--- src/oledc_pkg.sv ---
package oledc_pkg;

    // Panel geometry limits and display RAM size.
    localparam int MAX_COLUMNS = 128;
    localparam int MAX_PAGES   = 8;
    localparam int RAM_DEPTH   = MAX_COLUMNS * MAX_PAGES;
    localparam int RAM_AW      = $clog2(RAM_DEPTH);

    localparam logic [7:0] COLS_HI  = 8'(MAX_COLUMNS);
    localparam logic [7:0] COLS_LO  = 8'd32;
    localparam logic [7:0] PAGES_HI = 8'(MAX_PAGES);
    localparam logic [7:0] PAGES_LO = 8'd2;

    // Configuration register indexes.
    localparam logic CFG_COLUMNS = 1'b0;
    localparam logic CFG_PAGES   = 1'b1;

    // Item kinds carried in the input tuser.
    localparam logic [1:0] FUNC_START = 2'd0;
    localparam logic [1:0] FUNC_BYTE  = 2'd1;
    localparam logic [1:0] FUNC_SCAN  = 2'd2;

    // Addressing modes.
    localparam logic [1:0] MODE_HORIZ = 2'd0;
    localparam logic [1:0] MODE_VERT  = 2'd1;
    localparam logic [1:0] MODE_PAGE  = 2'd2;

    // Command codes and command ranges.
    localparam logic [7:0] CMD_COL_HI_BASE  = 8'h10;
    localparam logic [7:0] CMD_LOW_END      = 8'h20;
    localparam logic [7:0] CMD_START_BASE   = 8'h40;
    localparam logic [7:0] CMD_START_LAST   = 8'h7F;
    localparam logic [7:0] CMD_PAGE_BASE    = 8'hB0;
    localparam logic [7:0] CMD_PAGE_LAST    = 8'hB7;
    localparam logic [7:0] CMD_ADDR_MODE    = 8'h20;
    localparam logic [7:0] CMD_COL_WINDOW   = 8'h21;
    localparam logic [7:0] CMD_PAGE_WINDOW  = 8'h22;
    localparam logic [7:0] CMD_HSCROLL_R    = 8'h26;
    localparam logic [7:0] CMD_HSCROLL_L    = 8'h27;
    localparam logic [7:0] CMD_VHSCROLL_R   = 8'h29;
    localparam logic [7:0] CMD_VHSCROLL_L   = 8'h2A;
    localparam logic [7:0] CMD_SCROLL_OFF   = 8'h2E;
    localparam logic [7:0] CMD_SCROLL_ON    = 8'h2F;
    localparam logic [7:0] CMD_CONTRAST     = 8'h81;
    localparam logic [7:0] CMD_CHARGE_PUMP  = 8'h8D;
    localparam logic [7:0] CMD_VSCROLL_AREA = 8'hA3;
    localparam logic [7:0] CMD_ENTIRE_OFF   = 8'hA4;
    localparam logic [7:0] CMD_ENTIRE_ON    = 8'hA5;
    localparam logic [7:0] CMD_NORMAL       = 8'hA6;
    localparam logic [7:0] CMD_INVERT       = 8'hA7;
    localparam logic [7:0] CMD_MUX_RATIO    = 8'hA8;
    localparam logic [7:0] CMD_DISPLAY_OFF  = 8'hAE;
    localparam logic [7:0] CMD_DISPLAY_ON   = 8'hAF;
    localparam logic [7:0] CMD_COM_NORMAL   = 8'hC0;
    localparam logic [7:0] CMD_COM_REVERSE  = 8'hC8;
    localparam logic [7:0] CMD_OFFSET       = 8'hD3;
    localparam logic [7:0] CMD_CLOCK_DIV    = 8'hD5;
    localparam logic [7:0] CMD_PRECHARGE    = 8'hD9;
    localparam logic [7:0] CMD_COM_PINS     = 8'hDA;
    localparam logic [7:0] CMD_VCOMH        = 8'hDB;

    localparam logic [5:0] MUX_MIN   = 6'd15;
    localparam logic [5:0] MUX_RESET = 6'd63;

    // Architectural state of the decoder.
    typedef struct packed {
        logic [6:0] col_ptr;
        logic [2:0] page_ptr;
        logic [6:0] col_start;
        logic [6:0] col_end;
        logic [2:0] page_start;
        logic [2:0] page_end;
        logic [1:0] addr_mode;
        logic       expect_control;
        logic       data_phase;
        logic [7:0] pending_cmd;
        logic [2:0] param_total;
        logic [2:0] param_index;
        logic       display_on;
        logic       entire_on;
        logic       inverted;
        logic       scan_reversed;
        logic       scroll_active;
        logic [5:0] start_line;
        logic [5:0] mux_ratio;
        logic [5:0] display_offset;
    } t_regs;

    // One display RAM write request.
    typedef struct packed {
        logic              en;
        logic [RAM_AW-1:0] addr;
        logic [7:0]        data;
    } t_ram_wr;

    // Register file return to defaults, as done by the display off command.
    // Transaction state, pending command and display offset are kept.
    function automatic t_regs f_regs_reset(input t_regs cur, input logic [7:0] cols,
                                           input logic [3:0] pages);
        t_regs r;
        logic [7:0] ce;
        logic [3:0] pe;
        r             = cur;
        ce            = cols - 8'd1;
        pe            = pages - 4'd1;
        r.mux_ratio   = MUX_RESET;
        r.start_line  = '0;
        r.col_ptr     = '0;
        r.page_ptr    = '0;
        r.col_start   = '0;
        r.col_end     = ce[6:0];
        r.page_start  = '0;
        r.page_end    = pe[2:0];
        r.param_total = '0;
        r.display_on  = 1'b0;
        r.entire_on   = 1'b0;
        r.inverted    = 1'b0;
        r.scan_reversed = 1'b0;
        r.scroll_active = 1'b0;
        r.addr_mode   = MODE_PAGE;
        return r;
    endfunction

endpackage

--- src/oledc_decode.sv ---
module oledc_decode
    import oledc_pkg::*;
(
    input  t_regs       i_regs,
    input  logic [1:0]  i_func,
    input  logic [7:0]  i_byte,
    input  logic [7:0]  i_cols,
    input  logic [3:0]  i_pages,
    output t_regs       o_regs,
    output logic        o_err,
    output t_ram_wr     o_wr
);

    logic [7:0] col_inc;
    logic [3:0] page_inc;
    logic [6:0] adv_col;
    logic [2:0] adv_page;
    logic [2:0] pidx_next;

    // Write pointer advance after a data byte.
    always_comb begin
        col_inc  = {1'b0, i_regs.col_ptr} + 8'd1;
        page_inc = {1'b0, i_regs.page_ptr} + 4'd1;
        adv_col  = i_regs.col_ptr;
        adv_page = i_regs.page_ptr;
        if (i_regs.addr_mode == MODE_VERT) begin
            if (page_inc > {1'b0, i_regs.page_end}) begin
                adv_page = i_regs.page_start;
                if (col_inc > {1'b0, i_regs.col_end}) begin
                    adv_col = i_regs.col_start;
                end else begin
                    adv_col = col_inc[6:0];
                end
            end else begin
                adv_page = page_inc[2:0];
            end
        end else begin
            if (col_inc > {1'b0, i_regs.col_end}) begin
                adv_col = i_regs.col_start;
                if (i_regs.addr_mode == MODE_HORIZ) begin
                    if (page_inc > {1'b0, i_regs.page_end}) begin
                        adv_page = i_regs.page_start;
                    end else begin
                        adv_page = page_inc[2:0];
                    end
                end
            end else begin
                adv_col = col_inc[6:0];
            end
        end
    end

    assign pidx_next = i_regs.param_index + 3'd1;

    always_comb begin
        o_regs     = i_regs;
        o_err      = 1'b0;
        o_wr.en    = 1'b0;
        o_wr.addr  = RAM_AW'({i_regs.col_ptr, i_regs.page_ptr});
        o_wr.data  = i_byte;
        case (i_func)
            FUNC_START: begin
                o_regs.expect_control = 1'b1;
            end
            FUNC_BYTE: begin
                if (i_regs.expect_control) begin
                    if (i_byte[5:0] != 6'd0) begin
                        o_err = 1'b1;
                    end else begin
                        o_regs.expect_control = i_byte[7];
                        o_regs.data_phase     = i_byte[6];
                    end
                end else if (i_regs.data_phase) begin
                    o_wr.en         = 1'b1;
                    o_regs.col_ptr  = adv_col;
                    o_regs.page_ptr = adv_page;
                end else if (i_regs.param_total != 3'd0) begin
                    // Parameter byte of the pending command.
                    o_regs.param_index = pidx_next;
                    if (pidx_next <= i_regs.param_total) begin
                        if (pidx_next == i_regs.param_total) begin
                            o_regs.param_total = '0;
                        end
                        case (i_regs.pending_cmd)
                            CMD_ADDR_MODE: o_regs.addr_mode = i_byte[1:0];
                            CMD_COL_WINDOW: begin
                                if (i_regs.addr_mode != MODE_PAGE) begin
                                    if (pidx_next == 3'd1) begin
                                        o_regs.col_start = i_byte[6:0];
                                    end else begin
                                        o_regs.col_end = i_byte[6:0];
                                    end
                                end
                            end
                            CMD_PAGE_WINDOW: begin
                                if (i_regs.addr_mode != MODE_PAGE) begin
                                    if (pidx_next == 3'd1) begin
                                        o_regs.page_start = i_byte[2:0];
                                    end else begin
                                        o_regs.page_end = i_byte[2:0];
                                    end
                                end
                            end
                            CMD_MUX_RATIO: begin
                                if (i_byte[5:0] >= MUX_MIN) begin
                                    o_regs.mux_ratio = i_byte[5:0];
                                end
                            end
                            CMD_OFFSET: o_regs.display_offset = i_byte[5:0];
                            default: ;
                        endcase
                    end
                end else begin
                    // New command byte.
                    o_regs.pending_cmd = i_byte;
                    o_regs.param_index = '0;
                    o_regs.param_total = '0;
                    if (i_byte < CMD_LOW_END) begin
                        if (i_regs.addr_mode == MODE_PAGE) begin
                            if (i_byte < CMD_COL_HI_BASE) begin
                                o_regs.col_ptr = {i_regs.col_ptr[6:4], i_byte[3:0]};
                            end else begin
                                o_regs.col_ptr = {i_byte[2:0], i_regs.col_ptr[3:0]};
                            end
                        end
                    end else if (i_byte >= CMD_START_BASE && i_byte <= CMD_START_LAST) begin
                        o_regs.start_line = i_byte[5:0];
                    end else if (i_byte >= CMD_PAGE_BASE && i_byte <= CMD_PAGE_LAST) begin
                        if (i_regs.addr_mode == MODE_PAGE) begin
                            o_regs.page_ptr = i_byte[2:0];
                        end
                    end else begin
                        case (i_byte)
                            CMD_ADDR_MODE, CMD_CONTRAST, CMD_CHARGE_PUMP, CMD_MUX_RATIO,
                            CMD_OFFSET, CMD_CLOCK_DIV, CMD_PRECHARGE, CMD_COM_PINS,
                            CMD_VCOMH: o_regs.param_total = 3'd1;
                            CMD_COL_WINDOW, CMD_PAGE_WINDOW, CMD_VSCROLL_AREA:
                                o_regs.param_total = 3'd2;
                            CMD_HSCROLL_R, CMD_HSCROLL_L: o_regs.param_total = 3'd6;
                            CMD_VHSCROLL_R, CMD_VHSCROLL_L: o_regs.param_total = 3'd5;
                            CMD_SCROLL_OFF: o_regs.scroll_active = 1'b0;
                            CMD_SCROLL_ON: o_regs.scroll_active = 1'b1;
                            CMD_ENTIRE_OFF: o_regs.entire_on = 1'b0;
                            CMD_ENTIRE_ON: o_regs.entire_on = 1'b1;
                            CMD_NORMAL: o_regs.inverted = 1'b0;
                            CMD_INVERT: o_regs.inverted = 1'b1;
                            CMD_DISPLAY_OFF: o_regs = f_regs_reset(o_regs, i_cols, i_pages);
                            CMD_DISPLAY_ON: o_regs.display_on = 1'b1;
                            CMD_COM_NORMAL: o_regs.scan_reversed = 1'b0;
                            CMD_COM_REVERSE: o_regs.scan_reversed = 1'b1;
                            default: ;
                        endcase
                    end
                end
            end
            default: ;
        endcase
    end

endmodule

--- config.mk ---
export PLATFORM = sky130hd
export DESIGN_NAME = oledc_decode
export DESIGN_NICKNAME = d
export VERILOG_FILES = /design/src/oledc_pkg.sv /design/src/oledc_decode.sv
export SDC_FILE = /design/constraint.sdc
export NUM_CORES = 1
export LEC_CHECK = 0
export BUFFER_PORTS_ARGS = -buffer_cell sky130_fd_sc_hd__buf_2
export CAP_MARGIN = 20
export CORE_MARGIN = 4
export CORE_UTILIZATION = 47
export DETAILED_ROUTE_END_ITERATION = 8
export PLACE_DENSITY = 0.88
export SLEW_MARGIN = 20
export SYNTH_ARGS = -nofsm -noshare
export SYNTH_HDL_FRONTEND = slang
export SYNTH_SLANG_ARGS = --single-unit
--- constraint.sdc ---
create_clock -name vclk -period 5.69
set_clock_uncertainty 0.05 [all_clocks]
set_input_delay 1.138 -clock vclk [all_inputs]
set_output_delay 1.138 -clock vclk [all_outputs]
set_load 0.01 [all_outputs]
==> reports/metrics.cfg <==
[place]
postPlaceCellArea_um2=3540
gp_congestion=1.01
port_buffers=182
dpl.cell_count=639
dpl.hpwl_mm=9.07
place_ws_ns=0.701

[min_path]
hold_path_class=in2out
hold_depth=2

[run]
cap_violations=0

[detailed_routing]
drc=0
wl_mm=11.4
drt_iter0_drc=291
firstDrtPassIters=7
via_per_inst=6.26
wl_per_cell_um=17.9
vias=3999
antenna_left=0

[cts]
postCtsSetupBuffers=0
cts_hold_buffers=0
cts-resized-gates=0

[final_layout]
drive_gt1_share_pct=36.9
stdcell_area_um2=3540
fin_cells=639
final_cell_mix=buf_2 (182), nand2_1 (51), o21ai_0 (28), inv_1 (27), nor2_1 (27)
nClkBuffers=0
final_common_cell=buf_2
area_delta_synth_final_pct=25.4
seq_cell_count=0
seq_area_um2=0
nets=681
n_antenna_cell=0

[global_routing]
grt_max_degree=24
track_usage_pct=29.0
grt_pass1_vias=3722
grt_pass1_wl_mm=17.9
antenna_found_initial=0
overflow=0

[synthesis]
synthesis.area_um2=2820
synth_top_family_by_area=simple AND/OR/NAND/NOR gates
netlist.area_leader.share_pct=8.42
synth-xor-area-share_pct=4.65
muxShareOfSynthArea_pct=7.00
yosys.area_share.simple_pct=32.9
syn_inst=422
synthAdderAreaFrac_pct=8.42
synth_cell_type_count=73
synthTopCellsByArea=ha_1 (8.4%), nand2_1 (6.8%), o21ai_0 (5.0%)
syn_area_per_cell_um2=6.69
yosysSeqAreaShare_pct=0
synth_compound_area_share_pct=31.8
ys_warn_count=0
yosysTopAreaCell=ha_1
syn_nets=534

[floorplan]
die_area_um2=7310
io_pins=184
core_um2=5680
die_width_um=85.5
start_util_pct=49.7
die_y_um=85.5
rows=27

[setup_path]
start_kind=input pin
worstPathMaxFanout=10
worstSetupPathType=in2out
crit_arrival_ns=3.83
end_kind=primary output
cp_data_required_time_ns=4.50

[power]
p_per_area_nw_per_um2=75.9
power_leakage_nw=1.70
power_uw=269
vdd_drop_max_uv=45.3

[sta]
setup_viol=0
setup_ws_ns=0.677
rsz0062_at_grt=no
fmax_ghz=0.199
min_period_over_period_pct=88.1
drv_slew=0
min_period_ns=5.01
tightest_slew_ns=0.720
slew_headroom_pct=51.6
tns_ns=0
finalHoldViolCount=0

[run_status]
status=complete, no violations

cell type report:
type,count,area (µm²)
timing repair buffer,187,948
multi-input combinational,352,2390
tap,72,90.1
fill,559,2140
inverter,28,105
metrics by stage:
| step | utilization, % | hold WS (ns) |
|---|---|---|
| 5_1_grt | 62.3 | 2.49 |
| 4_1_cts | 62.3 | 2.47 |
| 2_1_floorplan | - | 2.32 |
| 3_5_place_dp | 62.3 | 2.47 |
| 3_3_place_gp | 62.3 | 2.47 |
| 6_report | 62.3 | 2.47 |
synthesized netlist by cell type (3+ instances only):
cell,n
a21oi_1,20
a22o_1,13
a22oi_1,8
a31oi_1,3
and3_1,4
buf_2,4
buf_4,18
buf_6,3
clkbuf_1,9
clkbuf_8,7
ha_1,19
inv_1,27
mux2_2,6
mux2i_1,13
nand2_1,51
nand2_2,3
nand2b_1,5
nand3_1,14
nand4_1,6
nand4b_1,4
nor2_1,27
nor2b_1,7
nor3_1,15
nor3b_1,4
nor4_1,4
o211ai_1,5
o21ai_0,28
o21ai_1,7
o221a_1,4
o221ai_1,5
o22a_1,5
o31a_1,3
o32a_1,3
or3_1,5
xnor2_1,7
xor2_1,8
worst max-delay path: stages:
cell and delay (ns):
buf_2 0.13, inv_1 0.05, ha_1 0.31, ha_1 0.33, nor2b_1 0.15, o21ai_2 0.12, a32oi_2 0.14, or4_4 0.59
or2_0 0.38, o221ai_1 0.30, buf_2 0.19
layer usage:
layer	track usage, %	part of all wire [%]	up-vias
li1	-	-	1858
met1	37.5	39	1844
met2	51.2	49	266
met3	1.92	10	31
met4	8.78	2.0	0
met5	0	0	-
logic make-up (layout without fill, tap and decap cells):
kind of cell,count (synthesis),in the layout
XOR/XNOR,15,15
AND/OR/NAND/NOR,171,171
AO/OA/AOI/OAI,128,128
buffers and inverters,70,215
adder cells (fa/ha/maj),19,19
multiplexers,19,19
path summary, 6_finish.rpt:
kind                  startpoint         end  slack (ns)
worst max-delay path  i_regs[23]  o_regs[48]        0.68
worst min-delay path  i_regs[65]    o_wr[12]        2.47
power breakdown:
group          internal [mW]  switching (mW)
Clock                      0               0
Combinational          0.112           0.156
Sequential                 0               0
Total                  0.112           0.156
(Power assumes the default switching activity.)
